<file path="src/hw/rtl/rgp_pkg.sv">
package rgp_pkg;

  localparam int unsigned COORD_W = 11;
  localparam int unsigned OFS_W   = 12;
  localparam logic [OFS_W-1:0] IMAGE_SIDE = 12'd2048;
  localparam int unsigned NORM_W  = 24;
  // q = (dx^2 + dy^2) * 2^32 / 2^24, exact since the side is a power of two
  localparam int unsigned NORM_SHIFT = 8;
  localparam int unsigned RAD_W   = 32;
  localparam int unsigned ROOT_W  = 16;
  localparam int unsigned REM_W   = ROOT_W + 1;
  localparam int unsigned LVL_W   = 16;
  localparam int unsigned QUO_W   = LVL_W + 1;
  localparam int unsigned NUM_CH  = 3;
  localparam int unsigned CFG_IDX_W = 2;

  localparam int unsigned CH_BLUE  = 0;
  localparam int unsigned CH_GREEN = 1;
  localparam int unsigned CH_RED   = 2;

  localparam logic [LVL_W-1:0] BLUE_SPREAD_RST  = 16'd46341;
  localparam logic [LVL_W-1:0] GREEN_SPREAD_RST = 16'd16384;
  localparam logic [LVL_W-1:0] RED_SPREAD_RST   = 16'd32768;

  typedef enum logic [CFG_IDX_W-1:0] {
    REG_BLUE_SPREAD  = 2'd0,
    REG_GREEN_SPREAD = 2'd1,
    REG_RED_SPREAD   = 2'd2
  } cfg_idx_e;

  typedef struct packed {
    logic en;
    logic valid;
  } pipe_ctl_t;

endpackage

</file>
<file path="src/hw/rtl/rgp_div.sv">
module rgp_div (
  input  logic                           clk_i,
  input  logic                           rst_ni,
  input  rgp_pkg::pipe_ctl_t             ctl_i,
  input  logic [rgp_pkg::ROOT_W-1:0]     dist_i,
  input  logic [rgp_pkg::LVL_W-1:0]      spread_i [rgp_pkg::NUM_CH],
  output logic                           valid_o,
  output logic [rgp_pkg::LVL_W-1:0]      level_o  [rgp_pkg::NUM_CH]
);

  localparam int unsigned N  = rgp_pkg::QUO_W;
  localparam int unsigned C  = rgp_pkg::NUM_CH;
  localparam int unsigned LW = rgp_pkg::LVL_W;

  logic          vld_q  [N];
  logic [LW-1:0] rem_q  [N][C];
  logic [N-1:0]  quo_q  [N][C];
  logic          kill_q [N][C];

  // one quotient bit per stage, all channels side by side
  for (genvar i = 0; i < N; i++) begin : g_step
    logic v_prev;

    if (i == 0) begin : g_first
      assign v_prev = ctl_i.valid;
    end else begin : g_next
      assign v_prev = vld_q[i-1];
    end

    for (genvar c = 0; c < C; c++) begin : g_ch
      logic [LW:0]   cur;
      logic [N-1:0]  quo_prev;
      logic          kill_prev;
      logic          qbit;

      if (i == 0) begin : g_first
        assign cur       = {1'b0, spread_i[c]} - {1'b0, dist_i};
        assign quo_prev  = '0;
        assign kill_prev = dist_i > spread_i[c];
      end else begin : g_next
        assign cur       = {rem_q[i-1][c], 1'b0};
        assign quo_prev  = quo_q[i-1][c];
        assign kill_prev = kill_q[i-1][c];
      end

      assign qbit = cur >= {1'b0, spread_i[c]};

      always_ff @(posedge clk_i) begin
        if (ctl_i.en) begin
          rem_q[i][c]  <= qbit ? LW'(cur - {1'b0, spread_i[c]}) : cur[LW-1:0];
          quo_q[i][c]  <= {quo_prev[N-2:0], qbit};
          kill_q[i][c] <= kill_prev;
        end
      end
    end

    always_ff @(posedge clk_i or negedge rst_ni) begin
      if (!rst_ni) begin
        vld_q[i] <= 1'b0;
      end else if (ctl_i.en) begin
        vld_q[i] <= v_prev;
      end
    end
  end

  assign valid_o = vld_q[N-1];

  // beyond the spread gives zero, a full quotient saturates
  for (genvar c = 0; c < C; c++) begin : g_lvl
    always_comb begin
      if (kill_q[N-1][c]) begin
        level_o[c] = '0;
      end else if (quo_q[N-1][c][N-1]) begin
        level_o[c] = '1;
      end else begin
        level_o[c] = quo_q[N-1][c][LW-1:0];
      end
    end
  end

endmodule

</file>
<file path="config.mk">
export PLATFORM = sky130hd
export DESIGN_NAME = rgp_div
export DESIGN_NICKNAME = d
export VERILOG_FILES = /design/src/hw/rtl/rgp_pkg.sv /design/src/hw/rtl/rgp_div.sv
export SDC_FILE = /design/constraint.sdc
export NUM_CORES = 2
export LEC_CHECK = 0
export ABC_AREA = 0
export BUFFER_PORTS_ARGS = -buffer_cell sky130_fd_sc_hd__buf_2
export CAP_MARGIN = 10
export CELL_PAD_IN_SITES_DETAIL_PLACEMENT = 0
export CELL_PAD_IN_SITES_GLOBAL_PLACEMENT = 1
export CORE_ASPECT_RATIO = 0.6
export CORE_MARGIN = 2
export CORE_UTILIZATION = 50
export DETAILED_ROUTE_END_ITERATION = 8
export GPL_TIMING_DRIVEN = 0
export PLACE_DENSITY = 0.85
export SYNTH_ARGS = -nofsm -noshare
export SYNTH_HDL_FRONTEND = slang
export SYNTH_SLANG_ARGS = --single-unit
</file>
<file path="constraint.sdc">
create_clock -name clk_i -period 6.3 [get_ports clk_i]
set_clock_uncertainty 0.1 [all_clocks]
set_input_delay 0 -clock clk_i [delete_from_list [all_inputs] [get_ports clk_i]]
set_output_delay 0 -clock clk_i [all_outputs]
set_load 0.02 [all_outputs]
</file>
==> impl_metrics.tcl <==
set metrics [dict create \
    period_share_pct 95.86 \
    dp_hpwl_mm 173.8 \
    clock-sinks 1295 \
    whs_endpoint "rem_q[0][19]" \
    yosysUniqueCellTypes 92 \
    hold_depth 5 \
    seq_area_frac_synth_pct 44.38 \
    die_h_um 327.9 \
    dieArea_um2 178300 \
    crit_path_end_kind "flip-flop" \
    cts_setup_buffers 0 \
    cts_tree "built" \
    maxSlewViolCount 0 \
    avgSynthCellArea_um2 10.75 \
    leakage_nw 37.84 \
    tightest_slew_ps 1315 \
    stdcell_count 10900 \
    die_x_um 543.8 \
    finalCriticalPeriod_ps 6039 \
    seqCellArea_um2 38800 \
    ys_top_cells_by_area "edfxtp_1, ha_1, o21ai_0, a21oi_1, mux2_2" \
    wl_per_cell_um 22.09 \
    ys_async_sr_fraction_pct 1.313 \
    synth_area_um2 87420 \
    io_pins 117 \
    num_rows 118 \
    drc_errors 0 \
    grt_usage_pct 26.36 \
    cts_buffers 143 \
    gp_congestion 0.9178 \
    area_growth_syn_to_layout_pct 10.57 \
    p_clk_share_pct 15.2 \
    antenna_found_initial 5 \
    p_int_mw 31.92 \
    slew-limit-headroom_pct 12.22 \
    layout-drive-gt1-share_pct 10.46 \
    clk_latency_ps 810 \
    numPlacedInstances 10620 \
    r2r-end "rem_q[7][41]" \
    max_clock_freq_mhz 165.6 \
    core-area_um2 173000 \
    grt_pass1_wl_mm 364.6 \
    hold_class "input pin to flip-flop" \
    setup_viol_count_final 0 \
    critPathRequiredTime_ps 6690 \
    cts_buffer_depth 4 \
    combPwrFrac_pct 54.0 \
    min_from "spread_i[19]" \
    place_area_um2 91770 \
    syn-num-nets 9114 \
    drt.antenna.violating_nets 0 \
    cp-start-kind "input pin" \
    synth_top_area_share_pct 43.90 \
    worstReg2RegStart "rem_q[6][33]" \
    synth_edf_count 1278 \
    cp-startpoint "spread_i[32]" \
    critical_path_class "input pin to flip-flop" \
    synthTopCellsByCount "edfxtp_1, ha_1, o21ai_0" \
    multi_input_area_um2 46580 \
    rsz0062_at_grt "no" \
    arrival_ps 6430 \
    clk_transition_reported_paths_ps 60 \
    start_util_pct 50.52 \
    switching_share_pct 41.16 \
    yosysTopAreaCell "edfxtp_1" \
    vias 66800 \
    timing.final.ws_setup_ps 260.7 \
    gr-total-overflow 0 \
    powerDensity_nw_per_um2 561.2 \
    seq_power_share_pct 30.8 \
    nFillCells 14600 \
    htreeDepth 4 \
    vias_per_cell 6.127 \
    synth.most_common_cell "edfxtp_1" \
    post-place-ws_ps -950.5 \
    cp_max_fo 23 \
    ir_drop_v 0.0002493 \
    final_area_um2 96660 \
    p_switching_mw 22.33 \
    synth-warning-count 0 \
    grt_max_degree 164 \
    status "finished clean" \
    drt_iter0_drc 7656 \
    final_hold_viol_count 0 \
    grt_pass1_vias 61020 \
    hold_slack_ps 65.46 \
    nNetsFinal 9446 \
    wl_mm 240.8 \
    ys_dominant_reg_cell "edfxtp_1" \
    ys_ff_latch 1295 \
    reg2reg_depth 8 \
    drtPass1Iterations 6 \
    numPortBuffers 116 \
    cts-root-buf "clkbuf_16" \
    syn_inst 8134 \
    rrSetupSlack_ps 2590 \
    maxCapViolations 0 \
]
==> flip-flops by register name (all words and copies together), names as in the netlist <==
name	cells
g_step.v_prev	16
kill_q	51
quo_q	459
rem_q	768
valid_o	1
==> logic make-up (layout without fill, tap and decap cells) <==
kind of cell / after synthesis / count (layout) / share of synthesized area, %
fa+ha+maj: 912 / 912 / 13.49
other cells: 0 / 3 / 0
mux: 395 / 395 / 5.384
buf+inv: 473 / 898 / 2.346
flops: 1295 / 1295 / 44.38
compound gates: 2321 / 2321 / 16.97
simple gates: 2182 / 2182 / 11.86
xor+xnor: 556 / 556 / 5.570
==> cells in the final DEF (no fill, tap or decap), drive strengths merged, types with 187 or more instances in the layout <==
master / instances
a21oi: 553
buf: 198
clkbuf: 261
edfxtp: 1278
ha: 861
inv: 328
mux2: 338
nand2: 668
nor2: 557
o21a: 187
o21ai: 739
xnor2: 284
xor2: 272
==> layout make-up <==
cell class | count | share of cell area [%]
timing repair buffer | 187 | 1.918
clock inverter | 71 | 0.6925
antenna | 3 | 0.007766
buffer | 142 | 0.8284
sequential | 1295 | 40.14
tap | 2340 | 3.029
inverter | 331 | 1.310
multi-input combinational | 6366 | 48.19
clock buffer | 167 | 3.883
==> per-stage QoR <==
| step | power [mW] | TNS (ps) | util, % |
|---|---|---|---|
| detailed placement | 45.14 | -26710 | 53.03 |
| CTS | 53.80 | 0 | 55.80 |
| global placement | 44.86 | - | 52.55 |
| finish | 54.25 | 0 | 55.86 |
| global route | 57.97 | 0 | 55.86 |
| floorplan | 37.64 | 0 | - |
==> how the worst max path moves through the flow <==
stage | endpoint | slack [ps]
after detailed placement | rem_q[0][9] | -950
after CTS | rem_q[0][9] | 110
after global routing | rem_q[0][9] | 40
after global placement | valid_o | -15570
final | rem_q[0][40] | 260
after floorplan | rem_q[0][10] | 1070
==> layer usage <==
metal | track usage, % | vias to the layer above | part of all wire [%]
met5 | 0 | - | 0.0054
met4 | 7.035 | 2 | 2.7
met2 | 34.15 | 2703 | 38
met3 | 3.903 | 346 | 8.7
met1 | 44.24 | 32160 | 51
li1 | - | 31590 | -
==> power by group through the flow <==
stage               Combinational [mW]  Clock [mW]  Sequential, mW
finish                            29.3        8.24            16.7
detailed placement                28.5           0            16.7
floorplan                         22.1           0            15.6
global placement                  27.8           0            17.0
CTS                               28.8        8.39            16.6
global route                      32.3        8.73            16.9
==> critical path, cell delays in order <==
cell        delay [ps]
clkbuf_4           380
buf_4              350
buf_4              250
clkinvlp_4         270
clkbuf_2           230
buf_12             240
ha_1               210
inv_1               60
fa_1               400
a21oi_1            270
o22ai_1            160
o21a_1             270
o31ai_2            390
xnor2_1            340
ha_1               410
a2111oi_0          460
a21oi_1            150
a21oi_1            260
a21oi_1            190
a21oi_2            370
buf_4              300
mux2_2             400
==> timing repair <==
action,in CTS,in global routing
gates resized for setup,1,8
hold buffers,37,0
hold endpoints to repair,155,0
setup endpoints to repair,9,35
Note: power is estimated with default switching activity, not from simulation.
