## config.mk

```make
export PLATFORM = sky130hd
export DESIGN_NAME = rgp_sqrt
export DESIGN_NICKNAME = d
export VERILOG_FILES = /design/src/hw/rtl/rgp_pkg.sv /design/src/hw/rtl/rgp_sqrt.sv
export SDC_FILE = /design/constraint.sdc
export NUM_CORES = 1
export LEC_CHECK = 0
export BUFFER_PORTS_ARGS = -buffer_cell sky130_fd_sc_hd__buf_2
export CORE_ASPECT_RATIO = 1.4
export CORE_MARGIN = 2
export CORE_UTILIZATION = 60
export CTS_BUF_LIST = sky130_fd_sc_hd__clkbuf_2
export DETAILED_ROUTE_END_ITERATION = 10
export PLACE_DENSITY = 0.76
export SYNTH_ARGS = -nofsm -noshare
export SYNTH_HDL_FRONTEND = slang
export SYNTH_SLANG_ARGS = --single-unit
```

## constraint.sdc

```tcl
create_clock -name clk_i -period 3.02 [get_ports clk_i]
set_input_delay 0 -clock clk_i [delete_from_list [all_inputs] [get_ports clk_i]]
set_output_delay 0 -clock clk_i [all_outputs]
set_load 0.005 [all_outputs]
```

## src/hw/rtl/rgp_pkg.sv

```systemverilog
package rgp_pkg;

  localparam int unsigned COORD_W = 11;
  localparam int unsigned OFS_W   = 12;
  localparam logic [OFS_W-1:0] IMAGE_SIDE = 12'd2048;
  localparam int unsigned NORM_W  = 24;
  // q = (dx^2 + dy^2) * 2^32 / 2^24, exact since the side is a power of two
  localparam int unsigned NORM_SHIFT = 8;
  localparam int unsigned RAD_W   = 32;
  localparam int unsigned ROOT_W  = 16;
  localparam int unsigned REM_W   = ROOT_W + 1;
  localparam int unsigned LVL_W   = 16;
  localparam int unsigned QUO_W   = LVL_W + 1;
  localparam int unsigned NUM_CH  = 3;
  localparam int unsigned CFG_IDX_W = 2;

  localparam int unsigned CH_BLUE  = 0;
  localparam int unsigned CH_GREEN = 1;
  localparam int unsigned CH_RED   = 2;

  localparam logic [LVL_W-1:0] BLUE_SPREAD_RST  = 16'd46341;
  localparam logic [LVL_W-1:0] GREEN_SPREAD_RST = 16'd16384;
  localparam logic [LVL_W-1:0] RED_SPREAD_RST   = 16'd32768;

  typedef enum logic [CFG_IDX_W-1:0] {
    REG_BLUE_SPREAD  = 2'd0,
    REG_GREEN_SPREAD = 2'd1,
    REG_RED_SPREAD   = 2'd2
  } cfg_idx_e;

  typedef struct packed {
    logic en;
    logic valid;
  } pipe_ctl_t;

endpackage

```

## src/hw/rtl/rgp_sqrt.sv

```systemverilog
module rgp_sqrt (
  input  logic                           clk_i,
  input  logic                           rst_ni,
  input  rgp_pkg::pipe_ctl_t             ctl_i,
  input  logic [rgp_pkg::RAD_W-1:0]      rad_i,
  output logic                           valid_o,
  output logic [rgp_pkg::ROOT_W-1:0]     root_o
);

  localparam int unsigned N   = rgp_pkg::ROOT_W;
  localparam int unsigned RW  = rgp_pkg::REM_W;
  localparam int unsigned CW  = RW + 2;

  logic                        vld_q  [N];
  logic [RW-1:0]               rem_q  [N];
  logic [N-1:0]                root_q [N];
  logic [rgp_pkg::RAD_W-1:0]   rad_q  [N];

  // one root digit per stage
  for (genvar i = 0; i < N; i++) begin : g_step
    logic                      v_prev;
    logic [RW-1:0]             rem_prev;
    logic [N-1:0]              root_prev;
    logic [rgp_pkg::RAD_W-1:0] rad_prev;
    logic [CW-1:0]             cur;
    logic [CW-1:0]             trial;
    logic [RW-1:0]             rem_d;
    logic [N-1:0]              root_d;

    if (i == 0) begin : g_first
      assign v_prev    = ctl_i.valid;
      assign rem_prev  = '0;
      assign root_prev = '0;
      assign rad_prev  = rad_i;
    end else begin : g_next
      assign v_prev    = vld_q[i-1];
      assign rem_prev  = rem_q[i-1];
      assign root_prev = root_q[i-1];
      assign rad_prev  = rad_q[i-1];
    end

    always_comb begin
      cur   = {rem_prev, rad_prev[rgp_pkg::RAD_W-1 -: 2]};
      trial = {1'b0, root_prev, 2'b01};
      if (cur >= trial) begin
        rem_d  = RW'(cur - trial);
        root_d = {root_prev[N-2:0], 1'b1};
      end else begin
        rem_d  = cur[RW-1:0];
        root_d = {root_prev[N-2:0], 1'b0};
      end
    end

    always_ff @(posedge clk_i or negedge rst_ni) begin
      if (!rst_ni) begin
        vld_q[i] <= 1'b0;
      end else if (ctl_i.en) begin
        vld_q[i] <= v_prev;
      end
    end

    always_ff @(posedge clk_i) begin
      if (ctl_i.en) begin
        rem_q[i]  <= rem_d;
        root_q[i] <= root_d;
        rad_q[i]  <= rad_prev << 2;
      end
    end
  end

  assign valid_o = vld_q[N-1];
  assign root_o  = root_q[N-1];

endmodule

```

==> results of run 1 <==
[layout make-up]
class                           instances  area share [%]
Clock buffer                          210            3.23
Inverter                              183            2.11
Clock inverter                         42           0.919
Multi-Input combinational cell       1299            28.1
Sequential cell                       629            57.8
Timing Repair Buffer                  200            5.42
Antenna cell                            2          0.0154
Tap cell                              624            2.40
[Yosys cell counts (10+ instances only)]
library cell / count
nor2b_1: 23
nor3_1: 54
dfrtp_1: 16
edfxtp_1: 613
o21a_1: 27
a211oi_1: 18
a21o_1: 42
mux2_2: 25
xor2_1: 74
o21ai_0: 57
nand4_1: 19
inv_1: 181
a31oi_1: 11
or4_1: 15
o31ai_1: 13
xnor2_1: 95
mux2_1: 24
a21oi_1: 130
nand2b_1: 23
nand2_1: 120
clkbuf_1: 23
ha_1: 152
o21ai_1: 37
mux2i_1: 12
and2_1: 15
nor4_1: 32
nor2_1: 135
and3_1: 10
nand3_1: 32
[timing repair]
action                                 CTS  global route
endpoints found under the hold margin  678             0
resized for setup                        0             5
setup endpoints to repair                0            12
hold buffers                           101             0
[power by group through the flow]
stage	logic (mW)	clock network (mW)	registers (mW)
2_1_floorplan	2.48	0	11.4
3_3_place_gp	3.33	0	11.5
3_5_place_dp	3.47	0	11.6
4_1_cts	3.60	5.60	11.4
5_1_grt	4.02	6.01	11.5
6_report	3.63	5.42	11.4
[cells by family (layout without fill, tap and decap cells)]
kind of cell	Yosys count	after routing	synth area share, %
buffers and inverters	211	635	2.79
AO/OA/AOI/OAI	398	398	8.63
adder cells (fa/ha/maj)	152	152	6.62
multiplexers	61	61	2.34
AND/OR/NAND/NOR	518	518	9.02
XOR/XNOR	169	169	5.15
flip-flops	629	629	65.4
other	1	3	0.0130
[routing by layer]
| layer | GRT usage, % | up-vias |
|---|---|---|
| met5 | 0 | - |
| met4 | 13.7 | 0 |
| met3 | 4.27 | 186 |
| met2 | 47.6 | 436 |
| met1 | 19.8 | 8597 |
| li1 | - | 8659 |
[worst min-delay path, cell delays in order]
cell and delay (ns):
dlygate4sd3_1 0.52, buf_2 0.10, dlygate4sd3_1 0.56
[flip-flops by register name (all words and copies together), names as in the netlist]
signal,flops
valid_o,1
root_q,136
rem_q,237
rad_q,240
g_step.v_prev,15
[worst min path at each step]
stage | startpoint | to | slack (ns) | cells past startpoint
finish | rad_i[13] | rad_q[0][13] | 0.15 | 3
floorplan | rst_ni | g_step[10].v_prev | -0.30 | 0
global placement | rst_ni | valid_o | -0.09 | 1
CTS | rad_i[13] | rad_q[0][13] | 0.002 | 3
global route | rad_i[12] | rad_q[0][12] | 0.08 | 3
detailed placement | rst_ni | valid_o | -0.08 | 1
[cells in the final DEF, fill, tap and decap left out, types with 23 or more instances in the layout]
cell type      count
o21ai_1           36
nand2_1          120
a21oi_1          130
ha_1             152
xor2_1            74
a21o_1            42
xnor2_1           95
o21a_1            27
mux2_1            24
buf_4             38
buf_2             51
dlygate4sd3_1    100
nor4_1            32
nand2b_1          23
o21ai_0           57
nor2_1           135
clkinv_1          23
inv_1            181
nor2b_1           23
clkbuf_2         210
mux2_2            25
nor3_1            53
edfxtp_1         613
nand3_1           32
==> out/metrics.yaml, run 1 <==
status: "finished, final reports clean"
fp.dieArea_sq_um: 49700
hold_path_class: "input pin to flip-flop"
die_h_um: 263
grt_usage_pct: 23.2
async_flop_share_pct: 2.54
initial_utilization_pct: 60.9
r2r-end: "rem_q[1][57]"
synthTopCellsByArea: "edfxtp_1, ha_1, xnor2_1"
final_cells: 3189
placed_area_sq_um: 30100
start_kind: "flip-flop"
dp.cells: 2834
area.growth.synth_to_final_pct: 13.2
wl_per_cell_um: 17.8
wl_met1_mm: 18.3
nNetsFinal: 2645
io_pins: 53
final_util_pct: 69.0
max-vdd-ir-drop_mv: 0.417
postCtsSetupBuffers: 0
maxCapViolations: 0
period_minus_slack_ns: 2.89
hold_slack_ns: 0.152
path_depth: 6
synth.avg_cell_area_sq_um: 13.4
ys_ff_latch: 629
cts_tree: "built"
setup_violations: 0
first_pass_iters: 5
overflow: 0
yosysUniqueCellTypes: 74
yosysTopAreaCell: "edfxtp_1"
pre_cts_ws_ns: 0.0524
viasPerCell: 5.61
vias: 17900
wl_met3_mm: 1.88
worstMarginPinSlew_ns: 0.752
path_buf_inv: 0
crit_start: "rem_q[1][36]"
fin_crit_sh_pct: 95.7
row_count: 94
p_seq_share_pct: 55.7
worstSetupPathType: "flip-flop to flip-flop"
slew_viol_final: 0
dp_hpwl_mm: 39.4
design.core.area_sq_um: 47200
syn-num-nets: 2327
wl_met2_mm: 33.7
drt_iter0_drc: 951
crit_path_end_kind: "flip-flop"
slowest_delay_ns: 0.53
critical_path_arrival_ns: 3.77
critPathSlowestCell: "o31ai_1"
drive_above_1_share_pct: 14.6
numPortBuffers: 52
fmax_mhz: 346
yosysTopAreaCellShare_pct: 64.0
rsz0062_at_grt: "no"
wl_mm: 56.8
hold_violations: 0
yosysWarnings: 0
fin_worst_skew_ns: 0.0549
root_buffer: "clkbuf_2"
power_density_nw_per_um2: 627
cellLeakagePower_nw: 13.1
drc: 0
setup_tns_ns: 0
pwr-share-comb_pct: 17.8
swShare_pct: 28.2
final.setup.worst_slack_ns: 0.131
ant_nets: 0
synth_area_sq_um: 28700
regArea_sq_um: 18800
gp_routability_congestion: 0.906
power.share.clock_pct: 26.5
reg2reg_from: "rem_q[1][36]"
p_int_mw: 14.7
power_mw: 20.4
grt_start_max_net_pins: 103
fillers: 3294
worstRegToRegCells: 6
htreeDepth: 4
multiInputGateArea_sq_um: 9150
reg2reg_slack_ns: 0.13
clkTransAtPathRegs_ns: 0.10
postSynthCellCount: 2139
crit_fanout: 7
clk_latency_ns: 1.17
path_delay_family: "compound AO/OA/AOI/OAI gates"
top_layer_used: "met4"
slew_headroom_pct: 49.4
clockBufferDepth: 3
path_cells: "ha_1, and4_1, nand4_1, o31ai_1, a31o_1, mux2_1"
ys.flop_type: "edfxtp_1"
endpoint: "rem_q[1][57]"
die_width_um: 189
grt_pass1_vias: 19200
required_ns: 3.91
final_area_sq_um: 32500
numCtsBuffers: 144
p_switching_mw: 5.76
synth_edf_count: 613
cts_sinks: 629
grt_pass1_wl_mm: 90.7
seq_area_frac_synth_pct: 65.4
antenna_found_initial: 2
No activity file was read; power rests on OpenSTA's default activity.
==> run 2: changes to the inputs <==
Settings changed: CORE_ASPECT_RATIO 1.4 to 1.2, HOLD_SLACK_MARGIN from default to 0.08, SETUP_SLACK_MARGIN from default to 0.15.
==> run 2 against run 1 <==
  * Utilization up 0.050 points
  * Maximum frequency increased by 4.4%
  * Wire length fell by 4.4%
  * Sequential power is essentially flat
  * Critical endpoint is now rem_q[0][35]
  * Largest cell class unchanged
  * Highest routed layer unchanged
==> out/metrics.yaml, run 2 (synthesis results as in run 1) <==
final_cells: 3192
drc: 0
critPathSlowestCell: "or4_4"
fillers: 3239
hold_violations: 0
cts_tree: "built"
io_pins: 53
worstMarginPinSlew_ns: 0.729
worstRegToRegCells: 6
power_density_nw_per_um2: 623
slew_viol_final: 0
crit_path_end_kind: "flip-flop"
fp.dieArea_sq_um: 49700
drive_above_1_share_pct: 14.5
worstSetupPathType: "flip-flop to flip-flop"
rsz0062_at_grt: "no"
p_int_mw: 14.5
maxCapViolations: 0
cts_sinks: 629
final_area_sq_um: 32600
power.share.clock_pct: 26.4
status: "finished, final reports clean"
swShare_pct: 28.4
design.core.area_sq_um: 47100
first_pass_iters: 5
period_minus_slack_ns: 2.77
required_ns: 3.85
gp_routability_congestion: 0.885
vias: 17900
fmax_mhz: 362
hold_path_class: "input pin to flip-flop"
initial_utilization_pct: 61.0
die_h_um: 244
placed_area_sq_um: 30100
grt_pass1_wl_mm: 88.7
path_depth: 6
antenna_found_initial: 1
setup_violations: 0
hold_path_depth: 4
wl_per_cell_um: 17.0
setup_tns_ns: 0
ant_nets: 0
path_cells: "or4_4, or4_1, or4b_4, buf_4, nor2_1, a21oi_1"
path_delay_family: "simple AND/OR/NAND/NOR gates"
fin_crit_sh_pct: 91.6
final_util_pct: 69.1
area.growth.synth_to_final_pct: 13.3
fin_worst_skew_ns: 0.0859
slew_headroom_pct: 51.2
die_width_um: 204
pwr-share-comb_pct: 17.5
start_kind: "flip-flop"
final_common_cell: "edfxtp_1"
wl_mm: 54.3
dp.cells: 2828
root_buffer: "clkbuf_2"
numCtsBuffers: 152
largest_register_ffs: 240
grt_start_max_net_pins: 75
grt_pass1_vias: 18500
grt_usage_pct: 22.5
final_cell_mix: "edfxtp_1, clkbuf_2, inv_1"
path_buf_inv: 1
reg_top3: "rad_q x240, rem_q x237, root_q x136"
critical_path_arrival_ns: 3.60
p_seq_share_pct: 56.1
clkTransAtPathRegs_ns: 0.10
overflow: 0
clk_latency_ns: 1.16
p_switching_mw: 5.76
hold_slack_ns: 0.317
crit_fanout: 8
clockBufferDepth: 3
viasPerCell: 5.61
numPortBuffers: 52
slowest_delay_ns: 0.60
max-vdd-ir-drop_mv: 0.410
htreeDepth: 4
drt_iter0_drc: 959
row_count: 87
dp_hpwl_mm: 35.6
cellLeakagePower_nw: 13.0
nNetsFinal: 2654
regMostFlops: "rad_q"
## run 2: changes by cell type in the layout (fill, tap and decap cells not counted), sizes merged, moves of 2 or more
cell / change
dlygate4sd3: +3
buf: -2
clkinvlp: -2
clkinv: +11
clkbuf: -5
## run 2: through the flow
stage | total power [mW] | setup WS, ns
detailed placement | 14.9 | 0.160
CTS | 20.4 | 0.200
floorplan | 13.8 | 0.269
global route | 21.4 | 0.163
global placement | 14.8 | 0.220
finish | 20.3 | 0.254
## run 2: layer usage
layer | global-route usage (%) | vias to the layer above | wire (um)
met5 | 0 | - | 0
met4 | 10.1 | 0 | 1600
met3 | 4.68 | 123 | 2090
met2 | 41.7 | 419 | 29600
met1 | 24.4 | 8667 | 21000
li1 | - | 8687 | -
## run 2: final cells by class
type	instances	area [sq um]	share of cell area [%]
antenna	1	2.50	0.00769
multi-input combinational	1299	9210	28.3
inverter	183	687	2.11
clock inverter	51	295	0.907
timing repair buffer	201	1750	5.36
sequential	629	18800	57.8
clock buffer	205	1030	3.15
tap	623	779	2.39
## run 2: power groups by stage
stage	sequential [mW]	combinational [mW]	clock, mW
2_1_floorplan	11.4	2.48	0
3_3_place_gp	11.5	3.23	0
3_5_place_dp	11.6	3.34	0
4_1_cts	11.4	3.48	5.50
5_1_grt	11.5	3.96	5.97
6_report	11.4	3.54	5.36
## run 2: timing repair
item	CTS	global route
setup buffers	0	3
pin swaps	0	1
resized for setup	1	17
hold endpoints to repair	678	0
endpoints found under the setup margin	1	62
hold buffers	104	0
## run 2: worst paths after layout
path / from / to / slack [ns]
setup / recovery: rem_q[0][21] / rem_q[0][35] / 0.25
hold / removal: rad_i[31] / root_q[0][0] / 0.32
setup reg to reg: rem_q[0][21] / rem_q[0][35] / 0.25
hold reg to reg: rad_q[1][145] / rad_q[1][177] / 0.40
max in group asynchronous: rst_ni / valid_o / 1.95
min in group asynchronous: rst_ni / g_step[3].v_prev / 0.55
## run 2: worst register-to-register path, delay by kind of cell (launching register included)
family / cells / cell delay, ns
flops: 1 / 0.46
compound gates: 1 / 0.08
buf+inv: 1 / 0.20
simple gates: 4 / 1.75
==> run 3: changes to the inputs <==
--- a/config.mk
+++ b/config.mk
@@ -7,5 +7,4 @@
 export LEC_CHECK = 0
 export BUFFER_PORTS_ARGS = -buffer_cell sky130_fd_sc_hd__buf_2
-export CORE_ASPECT_RATIO = 1.2
 export CORE_MARGIN = 2
 export CORE_UTILIZATION = 60
==> constraint.sdc (replaced) <==
create_clock -name clk_i -period 3.02 [get_ports clk_i]
set_input_delay 0 -clock clk_i [delete_from_list [all_inputs] [get_ports clk_i]]
set_output_delay 0 -clock clk_i [all_outputs]
set_load 0.02 [all_outputs]
==> run 3 against run 2 <==
  * Worst setup slack got worse by 0.058 ns
  * Clock skew fell by 0.019 ns
  * Combinational power about the same
  * Flip-flop and latch count stayed put
  * Worst hold slack better by 0.077 ns
  * Via count fell by 1.7%
  * Power grew 0.11%
  * Final cell count is 0.22% lower
  * Sequential share of layout area is 0.066 points lower
  * Critical endpoint is now rem_q[1][92]
==> out/metrics.yaml, run 3 (synthesis results as in run 1) <==
status: "finished, final reports clean"
final_cell_mix: "edfxtp_1, clkbuf_2, inv_1"
cts_sinks: 629
max-vdd-ir-drop_mv: 0.455
setup_violations: 0
wl_mm: 51.9
grt_pass1_wl_mm: 85.0
io_pins: 53
grt_usage_pct: 21.4
htreeDepth: 4
slew_headroom_pct: 47.0
row_count: 80
vias: 17600
critPathSlowestCell: "a2111oi_1"
hold_slack_ns: 0.394
design.core.area_sq_um: 47500
fin_crit_sh_pct: 93.5
crit_start: "rem_q[1][72]"
path_cells: "ha_1, a2111oi_1, nor3_2, nand3_1, o211ai_1, nor2_2, inv_2, mux2_1"
fp.dieArea_sq_um: 49700
final_common_cell: "edfxtp_1"
nNetsFinal: 2650
reg2reg_from: "rem_q[1][72]"
reg_top3: "rad_q x240, rem_q x237, root_q x136"
fin_worst_skew_ns: 0.0670
wl_per_cell_um: 16.3
dp.cells: 2815
largest_register_ffs: 240
worstSetupPathType: "flip-flop to flip-flop"
hold_violations: 0
clkTransAtPathRegs_ns: 0.11
final_util_pct: 68.5
rsz0062_at_grt: "yes"
grt_start_max_net_pins: 98
reg2reg_slack_ns: 0.20
maxCapViolations: 0
crit_fanout: 7
ant_nets: 0
fmax_mhz: 354
drive_above_1_share_pct: 14.4
start_kind: "flip-flop"
dp_hpwl_mm: 34.2
clk_latency_ns: 1.21
drt_iter0_drc: 1074
root_buffer: "clkbuf_2"
area.growth.synth_to_final_pct: 13.4
cts_tree: "built"
antenna_found_initial: 2
first_pass_iters: 7
postCtsSetupBuffers: 0
power_density_nw_per_um2: 623
worstMarginPinSlew_ns: 0.795
regMostFlops: "rad_q"
required_ns: 3.97
overflow: 0
slowest_delay_ns: 0.59
hp-start: "rad_q[0][37]"
slew_viol_final: 0
final_cells: 3185
viasPerCell: 5.52
gp_routability_congestion: 0.893
cellLeakagePower_nw: 13.1
clockBufferDepth: 3
die_width_um: 223
die_h_um: 223
critical_path_arrival_ns: 3.77
setup_tns_ns: 0
hold_path_class: "flip-flop to flip-flop"
crit_path_end_kind: "flip-flop"
numCtsBuffers: 153
numPortBuffers: 52
period_minus_slack_ns: 2.82
grt_pass1_vias: 18000
initial_utilization_pct: 60.5
drc: 0
==> run 3: changes by cell type in the layout (fill, tap and decap cells not counted), moves of 2 or more <==
cell | before | now
buf_4 | 38 | 26
clkbuf_2 | 205 | 214
clkinv_1 | 36 | 31
buf_12 | 6 | 10
diode_2 | 1 | 4
dlygate4sd3_1 | 103 | 106
a2111oi_0 | 6 | 4
nor4_1 | 30 | 32
nor4_2 | 2 | 0
==> run 3: worst max-delay path: cells and delay by family (launching register included) <==
family / cells / cell delay (ns)
AO/OA/AOI/OAI: 2 / 0.83
AND/OR/NAND/NOR: 3 / 0.49
flip-flops: 1 / 0.42
adder cells (fa/ha/maj): 1 / 0.42
multiplexers: 1 / 0.31
buffers and inverters: 1 / 0.10
==> run 3: report_power, final <==
group          internal (mW)  total [mW]  switching [mW]
Clock                   2.16        5.37            3.20
Sequential              10.8        11.4           0.568
Combinational           1.63        3.57            1.94
Total                   14.6        20.3            5.71
==> run 3: path summary, 6_finish.rpt <==
kind	to	depth (start not counted)
setup / recovery	rem_q[1][92]	8
hold reg to reg	rad_q[0][69]	0
setup reg to reg	rem_q[1][92]	8
max in group asynchronous	g_step[9].v_prev	4
min in group asynchronous	g_step[14].v_prev	4
hold / removal	rad_q[0][69]	0
==> run 3: timing repair <==
action | CTS | global route
resized for setup | 0 | 17
hold buffers | 107 | 0
setup endpoints to repair | 0 | 57
endpoints found under the hold margin | 678 | 0
==> run 3: routing by layer <==
metal / vias up / GRT usage, % / wire [um]
met5: - / 0 / 0
met4: 0 / 9.16 / 954
met3: 91 / 5.94 / 2710
met2: 447 / 36.3 / 26200
met1: 8364 / 25.8 / 22000
li1: 8684 / - / -
==> run 3: stage by stage <==
| stage | worst slack [ns] | cell area, sq um | power (mW) |
|---|---|---|---|
| 4_1_cts | 0.210 | 32500 | 20.4 |
| 3_5_place_dp | 0.223 | 30100 | 14.9 |
| 5_1_grt | 0.0421 | 32600 | 21.5 |
| 2_1_floorplan | 0.269 | 28700 | 13.9 |
| 6_report | 0.196 | 32600 | 20.3 |
| 3_3_place_gp | 0.294 | 30100 | 14.8 |
==> run 3: layout make-up <==
type	count	area, sq um
well taps	615	769
flip-flops and latches	629	18800
clock buffers	214	1070
inverters	183	687
clock inverters	45	274
diodes	4	10.0
repair buffers	196	1770
multi-input cells	1299	9210
fillers	3261	15000
